[config.mk]
export PLATFORM = sky130hd
export DESIGN_NAME = button_debounce_autorepeat
export DESIGN_NICKNAME = d
export VERILOG_FILES = /design/src/rtl/bda_pkg.sv /design/src/rtl/bda_csr.sv /design/src/rtl/bda_core.sv /design/src/rtl/button_debounce_autorepeat.sv
export SDC_FILE = /design/constraint.sdc
export NUM_CORES = 1
export LEC_CHECK = 0
export BUFFER_PORTS_ARGS = -buffer_cell sky130_fd_sc_hd__buf_2
export CORE_UTILIZATION = 45
export CTS_CLUSTER_SIZE = 10
export DETAILED_ROUTE_END_ITERATION = 10
export PLACE_DENSITY = 0.65
export SLEW_MARGIN = 20
export SYNTH_ARGS = -nofsm -noshare
export SYNTH_HDL_FRONTEND = slang
export SYNTH_HIERARCHICAL = 1
export SYNTH_SLANG_ARGS = --single-unit
[constraint.sdc]
create_clock -name clock -period 5.75 [get_ports clock]
set_input_delay 1.15 -clock clock [delete_from_list [all_inputs] [get_ports clock]]
set_output_delay 1.15 -clock clock [all_outputs]
set_load 0.01 [all_outputs]
[src/rtl/bda_pkg.sv]
// Shared types, constants and helpers for the button debounce and auto-repeat block.
`timescale 1ns / 1ps

package bda_pkg;

   localparam int MASK_WIDTH = 8;
   localparam int INDEX_WIDTH = 3;
   localparam int TIME_WIDTH = 32;
   localparam int COUNT_WIDTH = 4;
   localparam int INTERVAL_WIDTH = 16;
   localparam int DEF_NUM_BUTTONS = 8;

   localparam int CSR_ADDR_WIDTH = 4;
   localparam int CSR_DATA_WIDTH = 32;

   // register indexes, taken from paddr[3:2]
   localparam logic [1:0] REG_DEBOUNCE_SAMPLES = 2'd0;
   localparam logic [1:0] REG_REPEAT_INTERVAL = 2'd1;
   localparam logic [1:0] REG_REPEAT_ENABLE = 2'd2;

   localparam logic [COUNT_WIDTH-1:0] RST_DEBOUNCE_SAMPLES = 4'd3;
   localparam logic [INTERVAL_WIDTH-1:0] RST_REPEAT_INTERVAL = 16'd150;
   localparam logic [MASK_WIDTH-1:0] RST_REPEAT_ENABLE = 8'd15;
   localparam logic [INTERVAL_WIDTH-1:0] MIN_INTERVAL = 16'd50;

   typedef struct packed {
      logic [COUNT_WIDTH-1:0]    debounce_samples;
      logic [INTERVAL_WIDTH-1:0] repeat_interval_ms;
      logic [MASK_WIDTH-1:0]     repeat_enable_mask;
   } bda_cfg_type;

   typedef struct packed {
      logic                   valid;
      logic [INDEX_WIDTH-1:0] button_index;
      logic                   is_repeat;
   } bda_evt_type;

   // index of the lowest set bit, zero for an empty mask
   function automatic logic [INDEX_WIDTH-1:0] lowest_index(input logic [MASK_WIDTH-1:0] m);
      logic [INDEX_WIDTH-1:0] idx;
      idx = '0;
      for (int i = MASK_WIDTH - 1; i >= 0; i--) begin
         if (m[i]) begin
            idx = INDEX_WIDTH'(i);
         end
      end
      return idx;
   endfunction

endpackage

[src/rtl/bda_csr.sv]
// Configuration registers of the debounce block behind an APB-style port.
`timescale 1ns / 1ps

module bda_csr (
   input  logic                                clock,
   input  logic                                reset,
   input  logic                                csr_psel,
   input  logic                                csr_penable,
   input  logic                                csr_pwrite,
   input  logic [bda_pkg::CSR_ADDR_WIDTH-1:0]  csr_paddr,
   input  logic [bda_pkg::CSR_DATA_WIDTH-1:0]  csr_pwdata,
   output logic [bda_pkg::CSR_DATA_WIDTH-1:0]  csr_prdata,
   output logic                                csr_pready,
   output bda_pkg::bda_cfg_type                cfg
);
   import bda_pkg::*;

   bda_cfg_type cfg_ff;
   bda_cfg_type cfg_in;
   logic        wr_en;
   logic [1:0]  reg_idx;
   logic [INTERVAL_WIDTH-1:0] interval_wr;

   assign csr_pready = 1'b1;
   assign wr_en = csr_psel && csr_penable && csr_pwrite && csr_pready;
   assign reg_idx = csr_paddr[3:2];
   assign interval_wr = csr_pwdata[INTERVAL_WIDTH-1:0];

   always_comb begin
      cfg_in = cfg_ff;
      if (wr_en) begin
         case (reg_idx)
            REG_DEBOUNCE_SAMPLES: cfg_in.debounce_samples = csr_pwdata[COUNT_WIDTH-1:0];
            REG_REPEAT_INTERVAL: begin
               // clamp short intervals
               cfg_in.repeat_interval_ms = (interval_wr < MIN_INTERVAL) ? MIN_INTERVAL
                                                                        : interval_wr;
            end
            REG_REPEAT_ENABLE: cfg_in.repeat_enable_mask = csr_pwdata[MASK_WIDTH-1:0];
            default: ;
         endcase
      end
   end

   always_comb begin
      case (reg_idx)
         REG_DEBOUNCE_SAMPLES:
            csr_prdata = CSR_DATA_WIDTH'(cfg_ff.debounce_samples);
         REG_REPEAT_INTERVAL:
            csr_prdata = CSR_DATA_WIDTH'(cfg_ff.repeat_interval_ms);
         REG_REPEAT_ENABLE:
            csr_prdata = CSR_DATA_WIDTH'(cfg_ff.repeat_enable_mask);
         default:
            csr_prdata = '0;
      endcase
   end

   always_ff @(posedge clock) begin
      if (reset) begin
         cfg_ff.debounce_samples <= RST_DEBOUNCE_SAMPLES;
         cfg_ff.repeat_interval_ms <= RST_REPEAT_INTERVAL;
         cfg_ff.repeat_enable_mask <= RST_REPEAT_ENABLE;
      end else begin
         cfg_ff <= cfg_in;
      end
   end

   assign cfg = cfg_ff;

endmodule

[src/rtl/bda_core.sv]
// Debounce state and auto-repeat timer: one poll is processed per step.
`timescale 1ns / 1ps

module bda_core #(
   parameter int NUM_BUTTONS = bda_pkg::DEF_NUM_BUTTONS
) (
   input  logic                                clock,
   input  logic                                reset,
   input  logic                                step,
   input  logic [bda_pkg::MASK_WIDTH-1:0]      raw_mask,
   input  logic [bda_pkg::TIME_WIDTH-1:0]      time_ms,
   input  bda_pkg::bda_cfg_type                cfg,
   output bda_pkg::bda_evt_type                evt
);
   import bda_pkg::*;

   localparam int USED_BUTTONS = (NUM_BUTTONS >= MASK_WIDTH) ? MASK_WIDTH : NUM_BUTTONS;
   localparam logic [MASK_WIDTH-1:0] BUTTON_MASK = MASK_WIDTH'((1 << USED_BUTTONS) - 1);

   logic [MASK_WIDTH-1:0]  stable_mask_ff, stable_mask_in;
   logic [MASK_WIDTH-1:0]  last_raw_ff, last_raw_in;
   logic [COUNT_WIDTH-1:0] same_count_ff, same_count_in;
   logic                   holding_ff, holding_in;
   logic [INDEX_WIDTH-1:0] held_button_ff, held_button_in;
   logic [TIME_WIDTH-1:0]  last_time_ff, last_time_in;

   logic [MASK_WIDTH-1:0]  raw;
   logic [TIME_WIDTH-1:0]  elapsed;
   logic                   repeat_hit;
   logic                   settled;
   logic [INDEX_WIDTH-1:0] idx;
   logic                   idx_en;

   assign raw = raw_mask & BUTTON_MASK;
   assign elapsed = time_ms - last_time_ff;
   assign repeat_hit = holding_ff && (elapsed >= TIME_WIDTH'(cfg.repeat_interval_ms));
   assign idx = lowest_index(raw);
   assign idx_en = cfg.repeat_enable_mask[idx];

   always_comb begin
      stable_mask_in = stable_mask_ff;
      last_raw_in = last_raw_ff;
      same_count_in = same_count_ff;
      holding_in = holding_ff;
      held_button_in = held_button_ff;
      last_time_in = last_time_ff;
      evt = '0;

      if (raw == last_raw_ff) begin
         if (same_count_ff < cfg.debounce_samples) begin
            same_count_in = same_count_ff + 1'b1;
         end
      end else begin
         last_raw_in = raw;
         same_count_in = '0;
      end
      settled = !(same_count_in < cfg.debounce_samples);

      if (!settled || raw == stable_mask_ff) begin
         if (settled) begin
            stable_mask_in = raw;
         end
         if (repeat_hit) begin
            evt.valid = 1'b1;
            evt.button_index = held_button_ff;
            evt.is_repeat = 1'b1;
            last_time_in = time_ms;
         end
      end else begin
         stable_mask_in = raw;
         if (raw == '0) begin
            // release to idle: stop repeating
            holding_in = 1'b0;
         end else begin
            evt.valid = 1'b1;
            evt.button_index = idx;
            evt.is_repeat = 1'b0;
            if (stable_mask_ff == '0) begin
               holding_in = idx_en;
               if (idx_en) begin
                  held_button_in = idx;
                  last_time_in = time_ms;
               end
            end else begin
               holding_in = idx_en;
               held_button_in = idx;
               last_time_in = time_ms;
            end
         end
      end
   end

   always_ff @(posedge clock) begin
      if (reset) begin
         stable_mask_ff <= '0;
         last_raw_ff <= '0;
         same_count_ff <= '0;
         holding_ff <= 1'b0;
         held_button_ff <= '0;
         last_time_ff <= '0;
      end else if (step) begin
         stable_mask_ff <= stable_mask_in;
         last_raw_ff <= last_raw_in;
         same_count_ff <= same_count_in;
         holding_ff <= holding_in;
         held_button_ff <= held_button_in;
         last_time_ff <= last_time_in;
      end
   end

endmodule

[src/rtl/button_debounce_autorepeat.sv]
// A poll word is held in the input register and its event word in the event register.
// Throughput: one poll word per cycle unless rsp_tready stalls the event register;
// the state update is a single pass between the input and the event register.
// Polls that cause no event are dropped at the event register.
// Reset (synchronous): stable mask, counters and repeat timer clear to zero and the
// registers return to debounce 3, interval 150 ms, repeat enable 0x0F.
`timescale 1ns / 1ps

module button_debounce_autorepeat #(
   parameter int NUM_BUTTONS = bda_pkg::DEF_NUM_BUTTONS
) (
   input  logic                                clock,
   input  logic                                reset,
   // poll word: [7:0] raw_mask, [39:8] time_ms
   input  logic                                req_tvalid,
   output logic                                req_tready,
   input  logic [39:0]                         req_tdata,
   // event word: [2:0] button_index, [7:3] zero
   output logic                                rsp_tvalid,
   input  logic                                rsp_tready,
   output logic [7:0]                          rsp_tdata,
   // [0] is_repeat
   output logic                                rsp_tuser,
   input  logic                                csr_psel,
   input  logic                                csr_penable,
   input  logic                                csr_pwrite,
   input  logic [bda_pkg::CSR_ADDR_WIDTH-1:0]  csr_paddr,
   input  logic [bda_pkg::CSR_DATA_WIDTH-1:0]  csr_pwdata,
   output logic [bda_pkg::CSR_DATA_WIDTH-1:0]  csr_prdata,
   output logic                                csr_pready
);
   import bda_pkg::*;

   bda_cfg_type cfg;
   bda_evt_type evt;

   logic                   in_valid_ff, in_valid_in;
   logic [MASK_WIDTH-1:0]  in_raw_ff;
   logic [TIME_WIDTH-1:0]  in_time_ff;
   logic                   out_valid_ff, out_valid_in;
   logic [INDEX_WIDTH-1:0] out_index_ff;
   logic                   out_repeat_ff;
   logic                   proc_go;
   logic                   req_take;

   bda_csr u_csr (
      .clock       (clock),
      .reset       (reset),
      .csr_psel    (csr_psel),
      .csr_penable (csr_penable),
      .csr_pwrite  (csr_pwrite),
      .csr_paddr   (csr_paddr),
      .csr_pwdata  (csr_pwdata),
      .csr_prdata  (csr_prdata),
      .csr_pready  (csr_pready),
      .cfg         (cfg)
   );

   bda_core #(
      .NUM_BUTTONS (NUM_BUTTONS)
   ) u_core (
      .clock    (clock),
      .reset    (reset),
      .step     (proc_go),
      .raw_mask (in_raw_ff),
      .time_ms  (in_time_ff),
      .cfg      (cfg),
      .evt      (evt)
   );

   // advance the held poll once the event register is free
   assign proc_go = in_valid_ff && (!out_valid_ff || rsp_tready);
   assign req_tready = !in_valid_ff || proc_go;
   assign req_take = req_tvalid && req_tready;

   always_comb begin
      in_valid_in = in_valid_ff;
      if (req_take) begin
         in_valid_in = 1'b1;
      end else if (proc_go) begin
         in_valid_in = 1'b0;
      end

      out_valid_in = out_valid_ff;
      if (proc_go) begin
         out_valid_in = evt.valid;
      end else if (rsp_tready) begin
         out_valid_in = 1'b0;
      end
   end

   always_ff @(posedge clock) begin
      if (reset) begin
         in_valid_ff <= 1'b0;
         out_valid_ff <= 1'b0;
      end else begin
         in_valid_ff <= in_valid_in;
         out_valid_ff <= out_valid_in;
      end
   end

   always_ff @(posedge clock) begin
      if (req_take) begin
         in_raw_ff <= req_tdata[MASK_WIDTH-1:0];
         in_time_ff <= req_tdata[MASK_WIDTH +: TIME_WIDTH];
      end
      if (proc_go) begin
         out_index_ff <= evt.button_index;
         out_repeat_ff <= evt.is_repeat;
      end
   end

   assign rsp_tvalid = out_valid_ff;
   assign rsp_tdata = {5'b0, out_index_ff};
   assign rsp_tuser = out_repeat_ff;

endmodule
* After elaboration in Yosys (flattened, before gate mapping)
Cells that the tools add are included.
** Word-level totals
- Register bits :: 130
- Input bits :: 83
- Output and inout port bits :: 44
- Logic and storage cells :: 88
** Operators by class
- Add/subtract/negate cells :: 2
- Order comparisons :: 5
- Equal/unequal tests :: 9
- Mux-type cells :: 31
- Bitwise gates (word level) :: 3
- Reductions and logical operators :: 23
** Operators by type and width (number)
- 2-to-1 mux 32 bit :: 5
- case mux 16 bit (3 select lines) :: 1
- greater-or-equal comparator 32 x 16 -> 1 bit :: 1
- subtractor 32 bit :: 1
- 2-to-1 mux 3 bit :: 10
- == test 8 bit :: 2
- logical NOT 8 bit :: 2
- less-than comparator 16 x 6 -> 1 bit (second input constant) :: 1
- 2-to-1 mux 16 bit :: 1
- 2-to-1 mux 8 bit :: 2
- 2-to-1 mux 5 bit :: 3
- AND reduction 2 bit :: 6
- less-than comparator 4 bit :: 2
- 2-to-1 mux 4 bit :: 2
- AND reduction 4 bit :: 2
- 2-to-1 mux 1 bit :: 6
- != test 2 x 1 -> 1 bit (second input constant) :: 3
- logical AND 1 bit :: 5
- adder 4 x 1 -> 4 bit (second input constant) :: 1
- less-than comparator 3 x 4 -> 1 bit (second input constant) :: 1
- nonzero test 2 bit :: 2
- binary-select mux 1 bit (select 3 bit) :: 1
- logical OR 1 bit :: 3
- != test 3 x 1 -> 1 bit (second input constant) :: 1
- 6 further kinds :: 9

* Depth between registers and ports, before layout
Gate-level depths: netlist (run 1).
- Word-level depth :: 14
- Depth in mapped cells :: 20
- Mapped depth without buffers :: 20

* Hierarchy
Netlist (run 1), hierarchy kept.
** By module, submodules not included
- bda_core :: instances 1, cells each 724, area an instance 5601.6 um^2, sequential area each 1121.1 um^2
- button_debounce_autorepeat :: instances 1, cells each 60, area an instance 1466.4 um^2, sequential area each 1361.3 um^2
- bda_csr :: instances 1, cells each 164, area an instance 1400.1 um^2, sequential area each 560.5 um^2

* Worst setup path before layout (run 1)
OpenSTA, ideal clock, no wires.
- Kind :: register -> register
- From :: reg in_time_ff[0]
- To :: reg u_core.last_time_ff[10]
- Library setup time :: 0.072 ns
- Arrival :: 4.345 ns
- Data required time :: 5.678 ns
- Slack :: 1.333 ns
- Stages on the path, launching flop included :: 20
- Buffers on the path :: 1
- Clock period less this slack :: 4.417 ns
- Path through :: edfxtp_1 inv_1 ha_1 fa_1 nand2b_1 a21oi_1 o21ai_0 o21ai_0 xor2_1 ha_1 a21oi_1 a21boi_0 o31ai_1 nand3_1 or4_4 nor4_4 nand4_4 a31oi_4 buf_12 mux2i_1
** On the way
- Longest elaborated chain between the ends :: 5
** RTL lines
- start, declared :: RTL line button_debounce_autorepeat.sv:39 : logic [TIME_WIDTH-1:0] in_time_ff;
- start signal, assigned :: RTL line button_debounce_autorepeat.sv:105 : in_time_ff <= req_tdata[MASK_WIDTH +: TIME_WIDTH];
- subtractor 32 bit :: RTL line bda_core.sv:35 : assign elapsed = time_ms - last_time_ff;
- greater-or-equal comparator 32 x 16 -> 1 bit :: RTL line bda_core.sv:36 : assign repeat_hit = holding_ff && (elapsed >= TIME_WIDTH'(cfg.repeat_interval_ms));
- logical AND 1 bit :: RTL line bda_core.sv:36
- != test 2 x 1 -> 1 bit (no source line)
- AND reduction 4 bit (no source line)
- end signal, assigned :: RTL line bda_core.sv:107 : last_time_ff <= last_time_in;
- end, declared :: RTL line bda_core.sv:25 : logic [TIME_WIDTH-1:0] last_time_ff, last_time_in;
No other way between the ends.
A chain may end at the register's enable or synchronous reset.

* Worst setup path in the final report (run 1)
- From :: reg in_time_ff[0]
- To :: reg u_core.last_time_ff[7]
Same word-level chain as after synthesis.

==> results of run 1 <==
-- cells in the mapped netlist (10+ instances only) --
master    count  area share
o21ai_1      10      0.0059
o21ai_0      24       0.014
nand2_1      83       0.037
edfxtp_1     44        0.16
mux2i_1      62       0.073
nand3_1      17       0.010
a21oi_1      72       0.043
inv_1        67       0.030
xor2_1       27       0.028
nand2b_1     71       0.052
and2_1       10      0.0074
dfxtp_1      86        0.20
nor3_1       14      0.0083
nor2_1       60       0.027
ha_1         54       0.080
clkbuf_1     33       0.015
nand4_1      17       0.013
a21o_1       15       0.013
buf_4        22       0.020
-- metal layers --
| metal | up-vias | wire, um | GRT usage |
|---|---|---|---|
| met5 | - | 0 | 0 |
| met4 | 0 | 342 | 0.0725 |
| met3 | 26 | 792 | 0.0466 |
| met2 | 175 | 8230 | 0.315 |
| met1 | 3075 | 9030 | 0.262 |
| li1 | 3426 | - | - |
-- area by class of cell --
type | instances | area [um^2]
clock buffer | 18 | 429
clock inverter | 14 | 165
fill | 1716 | 8710
inverter | 68 | 255
multi-input combinational | 703 | 4850
sequential | 130 | 3040
tap | 229 | 287
timing repair buffer | 92 | 475
-- kinds of logic after synthesis --
logic type	after synthesis	share of synthesized area
simple gates	331	0.210
compound gates	194	0.154
xor+xnor	37	0.0392
mux	64	0.0773
buf+inv	134	0.0768
fa+ha+maj	55	0.0822
flops	130	0.359
other cells	3	0.00133
-- stage by stage --
stage	util	setup WS [ps]	cell area, um^2	power (mW)
after floorplan	-	1330	8540	1.24
after global placement	0.489	716	8910	1.31
after detailed placement	0.489	615	8910	1.31
after CTS	0.522	609	9500	2.42
after global routing	0.522	226	9500	2.49
final	0.522	600	9500	2.39
-- report_power, final --
part | internal, mW | switching (mW)
clock | 0.652 | 0.445
sequential | 0.975 | 0.0211
combinational | 0.121 | 0.173
total | 1.75 | 0.639
-- worst paths after layout --
kind	slack, ps	end	cells past startpoint
min reg2reg	470	u_core/last_time_ff[22]	2
min	470	u_core/last_time_ff[22]	2
max reg2reg	600	u_core/last_time_ff[7]	19
max	600	u_core/last_time_ff[7]	19
-- cells in the final DEF (no fill, tap or decap), drive strengths merged, types with 6 or more instances in the layout --
cell / netlist / final
or2: 7 / 7
or3: 6 / 6
edfxtp: 44 / 44
ha: 54 / 54
xor2: 27 / 27
nand2b: 71 / 71
nor4: 11 / 11
xnor2: 10 / 10
mux2i: 62 / 62
o21ai: 34 / 34
a21o: 15 / 15
a21oi: 76 / 76
nor2: 61 / 61
conb: 3 / 22
and2: 12 / 12
clkbuf: 33 / 18
and3: 6 / 6
dfxtp: 86 / 86
nor3: 14 / 14
buf: 33 / 92
or4: 6 / 6
inv: 67 / 76
a211oi: 6 / 6
nand2: 83 / 83
nand4: 19 / 19
nand3: 17 / 17
o21a: 8 / 8
-- sequential cells by signal, indices dropped and copies added (netlist names) --
| register | cells |
|---|---|
| rsp_tvalid | 1 |
| in_time_ff | 32 |
| rsp_tuser | 1 |
| u_core/last_time_ff | 32 |
| u_core/stable_mask_ff | 8 |
| in_valid_ff | 1 |
| out_index_ff | 3 |
| u_core/holding_ff | 1 |
| u_core/last_raw_ff | 8 |
| u_core/held_button_ff | 3 |
| u_csr/cfg | 28 |
| in_raw_ff | 8 |
| u_core/same_count_ff | 4 |
-- critical path: stages, from the launching register on --
cell,delay [ps]
edfxtp_1,340
inv_1,40
ha_1,210
fa_1,390
nand2b_1,200
a21oi_1,260
o21ai_0,280
o21ai_0,300
xor2_1,200
ha_1,280
a21oi_1,150
a21boi_0,100
o31ai_1,300
nand3_1,140
or4_4,560
nor4_4,320
nand4_4,170
a31oi_4,220
buf_4,330
mux2i_1,250
==> run summary, run 1 <==
CP required: 6100 ps
Max FO, Critical Path: 17
Syn. warnings: 6
RSZ-0062 raised after global routing: false
Hpwl dp: 13.5 mm
Cts hold-fix bufs: 0
CTS tree: yes
Worst-path clk slew: 60 ps
Slew headroom: 0.344
Syn Std Cell Area: 8470 um^2
First-pass GRT wire length: 30.8 mm
Sequential area share after synthesis: 0.359
Hold Crit Start: u_core/last_time_ff[22]
Total congestion overflow: 0
Die Y: 139 um
Cts repair resizes: 0
Kind of critical path: reg -> reg
Ys async rst share: 0
Root cell of the clock tree: clkbuf_16
Hold WC Path Type: reg -> reg
Leak: 4.08 nW
Nets: 1,150
Global-route usage over all layers: 0.198
RD Place Congestion: 0.871
Final period utilization: 0.896
Initial Utilization: 0.465
Ratio of cells with drive above 1 in the final layout: 0.145
Critical path launch point type: flop
Layout Cells excl Fill: 1,254
Post-route DRC: 10
Fmax: 0.194 GHz
Worst-Skew Late Latency: 440 ps
TritonRoute pass-1 iters: 8
Avg WL per Cell: 14.7 um
Antenna Nets Post-Route: 0
Setup crit start: in_time_ff[0]
Num CTS Buffers: 17
Mapped Cells: 948
Placed insts: 1,222
Via count: 6,702
Power per standard cell area: 251 nW/um^2
DR iter-0 viols: 409
CTS sink cnt: 130
Die area: 19,400 um^2
Crit. End Element: flop
Mapped Avg Cell Area: 8.93 um^2
Max Slew Vio Count: 0
Vias in the first global route: 6,273
Maximum vdd drop: 205 uV
R2R Path Start: in_time_ff[0]
Core area: 18,200 um^2
Num rows: 49
Synth Flop Type: dfxtp_1
Setup TNS: 0 ps
WHS: 474 ps
Post-synthesis cell type count: 84
Crit path DAT: 5500 ps
Io pins: 127
Worst-Margin Slew: 985 ps
Largest net degree at the start of global routing: 112
Die X-Extent: 139 um
Seq cells post-synth: 130
Post-synth EDFFs: 44
P&R area growth vs syn: 12.2%
Failing checks: design-rule violations
# Post-CTS Setup Buffers: 0
Fin. Hold Viols: 0
Setup violators final: 0
PortBufs: 86
Max Cap Viol: 0
Vias per Instance: 5.34
Clk buf depth: 2
Final wirelength: 18.4 mm
Initial antenna violation count: 0
Clock Skews: 9.63 ps
# diodes: 0
H-tree Lvls: 4
Status: finished with violations
Min Tclk post-route: 5150 ps
Power figures use the tool's default switching activity.
==> run 2, diff against run 1 <==
--- a/config.mk
+++ b/config.mk
@@ -6,12 +6,12 @@
 export NUM_CORES = 1
 export LEC_CHECK = 0
 export BUFFER_PORTS_ARGS = -buffer_cell sky130_fd_sc_hd__buf_2
+export CORE_ASPECT_RATIO = 1.1
 export CORE_UTILIZATION = 45
 export CTS_CLUSTER_SIZE = 10
 export DETAILED_ROUTE_END_ITERATION = 10
-export PLACE_DENSITY = 0.65
+export PLACE_DENSITY = 0.66
 export SLEW_MARGIN = 20
 export SYNTH_ARGS = -nofsm -noshare
 export SYNTH_HDL_FRONTEND = slang
-export SYNTH_HIERARCHICAL = 1
 export SYNTH_SLANG_ARGS = --single-unit
==> constraint.sdc (replaced) <==
create_clock -name clock -period 4.9 [get_ports clock]
set_input_delay 0.98 -clock clock [delete_from_list [all_inputs] [get_ports clock]]
set_output_delay 0.98 -clock clock [all_outputs]
set_load 0.01 [all_outputs]
==> run summary, run 2 <==
R2R Path Start: in_time_ff[0]
Total Power: 2.73 mW
First-pass GRT wire length: 30.6 mm
Cts hold-fix bufs: 0
Hold Crit Start: u_csr.cfg[20]
Crit. End Element: flop
Area leader, netlist: dfxtp_1
Worst-path clk slew: 60 ps
Ys async rst share: 0
RD Place Congestion: 0.887
Synth top area cells: dfxtp_1 (21%), edfxtp_1 (16%), mux2i_1 (9.0%)
Die X-Extent: 131 um
H-tree Lvls: 4
Largest net degree at the start of global routing: 86
Pre-CTS setup slack: 24.5 ps
Post-DP Area: 8740 um^2
Clk network pwr share: 0.443
Post-layout util: 0.540
P&R area growth vs syn: 16.9%
Hold Path Stages: 2
CTS sink cnt: 130
Share of the synthesized area in the top cell type: 0.209
Status: completed
Mapped Avg Cell Area: 8.96 um^2
Logic pwr share: 0.128
Total congestion overflow: 0
Pint: 1.99 mW
Worst-Margin Slew: 1070 ps
Crit path DAT: 5030 ps
Reg area: 3040 um^2
Max Slew Vio Count: 0
Commonest non-fill, non-tap cells in the layout: dfxtp_1 (85), buf_2 (85), nand2_1 (75)
Maximum vdd drop: 251 uV
Max Cap Viol: 0
Mapped Cells: 919
Fmax: 0.214 GHz
Setup violators final: 0
CTS tree: yes
Sequential area share after synthesis: 0.370
Post-synth EDFFs: 44
WHS: 469 ps
Synth Flop Type: dfxtp_1
Hold WC Path Type: reg -> reg
Antenna Nets Post-Route: 0
Ratio of cells with drive above 1 in the final layout: 0.172
Area of the multi-input gates: 4790 um^2
Vias per Instance: 5.32
Worst setup margin: 223 ps
Worst Hold End: u_csr.cfg[20]
Avg WL per Cell: 15.9 um
Kind of critical path: reg -> reg
Root cell of the clock tree: clkbuf_16
Power per standard cell area: 284 nW/um^2
Seq cells post-synth: 130
Final wirelength: 19.8 mm
Critical path launch point type: flop
Post-route cell area: 9620 um^2
Sw frac: 0.269
Post-route DRC: 0
PortBufs: 86
Vias in the first global route: 6,102
Die area: 18,800 um^2
Initial antenna violation count: 0
Hpwl dp: 14.1 mm
# diodes: 0
Slew headroom: 0.286
Post-synthesis cell type count: 67
Leak: 4.01 nW
Max FO, Critical Path: 7
Fin. Hold Viols: 0
Initial Utilization: 0.462
Num rows: 51
DR iter-0 viols: 423
Global-route usage over all layers: 0.213
Nets: 1,135
Io pins: 127
Min Tclk post-route: 4680 ps
Clock Skews: 10.4 ps
Core area: 17,800 um^2
CP required: 5250 ps
Count leader, synth: dfxtp_1
Synth top cells by count: dfxtp_1 (86), nand2_1 (77), nand2b_1 (75)
Final period utilization: 0.955
Clk buf depth: 2
Worst R2R Path Depth: 24
Die Y: 144 um
Syn Std Cell Area: 8230 um^2
Worst-Skew Late Latency: 430 ps
Via count: 6,642
TritonRoute pass-1 iters: 5
Reg-to-reg endpoint: u_core.last_time_ff[2]
Syn. warnings: 0
Total net switching power: 0.734 mW
Reg power frac: 0.429
FILL cells: 1,631
Reg2Reg Setup Slack: 220 ps
Num CTS Buffers: 17
run 2: cell count changes in the layout (fill, tap and decap cells not counted), moves of 7 or more:
cell / change
a21oi_1: -15
xnor2_1: +14
xor2_1: -14
mux2i_1: +12
nand2_1: -8
o21ai_1: -8
a211o_1: +7
nor2_1: +7
run 2: stage by stage:
| step | instances | TNS, ps |
|---|---|---|
| after floorplan | 939 | 0 |
| final | 1248 | 0 |
| after global placement | 1206 | 0 |
| after detailed placement | 1206 | 0 |
| after CTS | 1240 | 0 |
| after global routing | 1248 | -759 |
run 2: critical path, stage by stage, from the launching register on:
cell       delay (ps)
edfxtp_1          360
inv_2              40
ha_2              190
fa_2              400
nand2b_4          170
a21oi_4           190
o21bai_4           80
a211oi_2          250
nor2_1            100
xnor2_1           160
ha_1              300
nand4_1           110
nor2_2             70
a2bb2oi_2         130
o2111ai_2         130
a2111oi_2         380
o2111ai_1         160
nor4_1            180
and4_1            280
a31o_4            200
inv_4              50
a21oi_4           160
buf_12            180
buf_12            150
mux2i_1           190
run 2: worst max path at each step:
stage | from | endpoint | slack, ps | cells after the start
finish | in_time_ff[0] | u_core.last_time_ff[2] | 220 | 24
global route | in_time_ff[13] | u_core.last_time_ff[1] | -50 | 21
CTS | in_time_ff[0] | u_core.last_time_ff[2] | 40 | 24
detailed placement | in_time_ff[2] | u_core.last_time_ff[20] | 20 | 21
global placement | in_time_ff[2] | u_core.last_time_ff[12] | 190 | 21
floorplan | in_time_ff[2] | u_core.last_time_ff[10] | 670 | 22
run 2: power groups by stage:
stage	Combinational, mW	Sequential (mW)	Clock [mW]
6_report	0.350	1.17	1.21
5_1_grt	0.390	1.17	1.28
4_1_cts	0.333	1.17	1.24
3_5_place_dp	0.329	1.19	0
3_3_place_gp	0.327	1.19	0
2_1_floorplan	0.256	1.18	0
run 2: logic make-up (layout without fill, tap and decap cells):
family                   Yosys count  in the layout  synth area share
XOR/XNOR                          38             38            0.0404
other                              2             22          0.000912
flip-flops                       130            130             0.370
adder cells (fa/ha/maj)           55             55            0.0845
AO/OA/AOI/OAI                    174            174             0.142
AND/OR/NAND/NOR                  312            312             0.193
multiplexers                      77             77            0.0941
buffers and inverters            131            202            0.0752
run 2: layout make-up:
type	instances	area share
multi-input cells	678	0.498
flip-flops and latches	130	0.317
repair buffers	103	0.0697
clock buffers	18	0.0446
well taps	238	0.0310
inverters	67	0.0264
clock inverters	14	0.0138
run 2: timing repair:
item / 4_1_cts / 5_1_grt
setup endpoints to repair: 5 / 33
pin swaps: 1 / 25
cloned: 1 / 3
setup buffers: 1 / 5
resized for setup: 2 / 27
run 2: routing by layer:
layer | global-route usage | share of wire | up-vias
met5 | 0 | 0 | -
met4 | 0.0895 | 0.024 | 0
met3 | 0.0447 | 0.042 | 31
met2 | 0.355 | 0.49 | 180
met1 | 0.264 | 0.44 | 3125
li1 | - | - | 3306
==> run 3, diff against run 2 <==
--- a/config.mk
+++ b/config.mk
@@ -5,12 +5,12 @@
 export SDC_FILE = /design/constraint.sdc
 export NUM_CORES = 1
 export LEC_CHECK = 0
-export BUFFER_PORTS_ARGS = -buffer_cell sky130_fd_sc_hd__buf_2
 export CORE_ASPECT_RATIO = 1.1
 export CORE_UTILIZATION = 45
 export CTS_CLUSTER_SIZE = 10
 export DETAILED_ROUTE_END_ITERATION = 10
-export PLACE_DENSITY = 0.66
+export DONT_BUFFER_PORTS = 1
+export PLACE_DENSITY = 0.6
 export SLEW_MARGIN = 20
 export SYNTH_ARGS = -nofsm -noshare
 export SYNTH_HDL_FRONTEND = slang
==> run summary, run 3 (same netlist as run 2, synthesis figures left out) <==
Clk network pwr share: 0.456
Worst setup margin: 241 ps
Cts hold-fix bufs: 0
Num CTS Buffers: 17
Vias per Instance: 5.40
Crit path DAT: 5010 ps
Sw frac: 0.265
Maximum vdd drop: 251 uV
PortBufs: 0
Worst-Skew Late Latency: 430 ps
Vias in the first global route: 5,999
Initial antenna violation count: 0
Critical path launch point type: flop
RD Place Congestion: 0.881
Avg WL per Cell: 17.0 um
Total congestion overflow: 0
P&R area growth vs syn: 10.8%
Setup TNS: 0 ps
Leak: 3.67 nW
Min Tclk post-route: 4660 ps
Crit. End Element: flop
Commonest non-fill, non-tap cells in the layout: dfxtp_1 (86), nand2_1 (77), nand2b_1 (75)
Clock Skews: 13.3 ps
Post-route DRC: 0
Nets: 1,051
Hold WC Path Type: reg -> reg
Pre-CTS setup slack: 48.9 ps
Num rows: 51
Pint: 1.98 mW
Fmax: 0.215 GHz
Worst-path clk slew: 60 ps
Worst-Margin Slew: 1030 ps
DR iter-0 viols: 396
Die X-Extent: 131 um
Max Slew Vio Count: 0
TritonRoute pass-1 iters: 5
Logic pwr share: 0.111
H-tree Lvls: 4
Layout Cells excl Fill: 1,164
Kind of critical path: reg -> reg
Initial Utilization: 0.462
Via count: 6,280
Ratio of cells with drive above 1 in the final layout: 0.0842
First-pass GRT wire length: 31.2 mm
FILL cells: 1,664
Status: completed
Commonest non-fill, non-tap cell in the layout: dfxtp_1
Power per standard cell area: 296 nW/um^2
Hpwl dp: 13.8 mm
CP required: 5250 ps
Io pins: 127
Placed insts: 1,122
Max FO, Critical Path: 7
WHS: 462 ps
Core area: 17,800 um^2
Fin. Hold Viols: 0
Setup violators final: 0
Max Cap Viol: 0
Total net switching power: 0.714 mW
Largest net degree at the start of global routing: 119
CTS tree: yes
Die area: 18,800 um^2
Final wirelength: 19.8 mm
# diodes: 0
Reg power frac: 0.434
Root cell of the clock tree: clkbuf_16
Post-layout util: 0.512
Final period utilization: 0.951
Clk buf depth: 2
Global-route usage over all layers: 0.218
Antenna Nets Post-Route: 0
CTS sink cnt: 130
Die Y: 144 um
Slew headroom: 0.312
run 3: cell count changes in the layout (fill, tap and decap cells not counted), moves of 2 or more:
cell / change
buf_12: -2
buf_2: -85
buf_4: +2
clkinv_2: +2
clkinvlp_4: -4
ha_1: +2
ha_2: -2
nand2_1: +2
nand2_2: -2
nor2_1: +2
nor2_2: -2
run 3: repair_timing:
action                                  in CTS  in global routing
setup buffers                                1                  6
cloned                                       1                  2
resized for setup                            2                 12
pin swaps                                    2                 14
endpoints found under the setup margin       1                 32
run 3: final cells by class:
type / instances / area (um^2) / share of cell area
clock inverter: 12 / 91.3 / 0.0100
multi-input combinational: 678 / 4720 / 0.518
sequential: 130 / 3040 / 0.334
inverter: 67 / 251 / 0.0276
tap: 238 / 298 / 0.0326
timing repair buffer: 19 / 234 / 0.0257
clock buffer: 20 / 479 / 0.0525
run 3: worst paths after layout:
| kind | from | slack [ps] | end | depth (start not counted) |
|---|---|---|---|---|
| worst min register to register | u_csr.cfg[19] | 460 | u_csr.cfg[19] | 2 |
| worst max register to register | in_time_ff[2] | 240 | u_core.last_time_ff[28] | 23 |
| worst max-delay path | in_time_ff[2] | 240 | u_core.last_time_ff[28] | 23 |
| worst min-delay path | u_csr.cfg[19] | 460 | u_csr.cfg[19] | 2 |
run 3: per-layer routing:
metal / track usage / vias to the layer above / share of wire
met4: 0.103 / 0 / 0.023
met1: 0.265 / 2930 / 0.44
met2: 0.354 / 165 / 0.48
li1: - / 3160 / -
met3: 0.0622 / 25 / 0.060
met5: 0 / - / 0
run 3: worst max-delay path, cell delays in order (launching register included):
cell       delay, ps
edfxtp_1         440
ha_4             240
o211ai_1         210
a21oi_2           70
o41a_1           400
and2_4           200
o21a_1           160
nor2_1           110
xnor2_1          140
ha_1             270
nand4_1          100
nor2_1            70
o2111ai_2        110
o31ai_2          110
a2111oi_2        360
o2111ai_1        150
nor4_1           210
and4_1           300
a31o_4           180
inv_2             60
a21oi_4          140
buf_12           160
clkbuf_16        180
mux2i_1          190
run 3: power by group through the flow:
stage / Sequential [mW] / Clock (mW) / Combinational (mW)
floorplan: 1.18 / 0 / 0.256
global placement: 1.19 / 0 / 0.283
detailed placement: 1.19 / 0 / 0.283
CTS: 1.17 / 1.26 / 0.287
global route: 1.17 / 1.30 / 0.333
finish: 1.17 / 1.23 / 0.298
run 3: per-stage QoR:
stage                     instance area, um^2  total power [mW]
final                                    9120              2.70
after global routing                     9120              2.81
after CTS                                8950              2.71
after detailed placement                 8320              1.48
after global placement                   8320              1.48
after floorplan                          8310              1.44
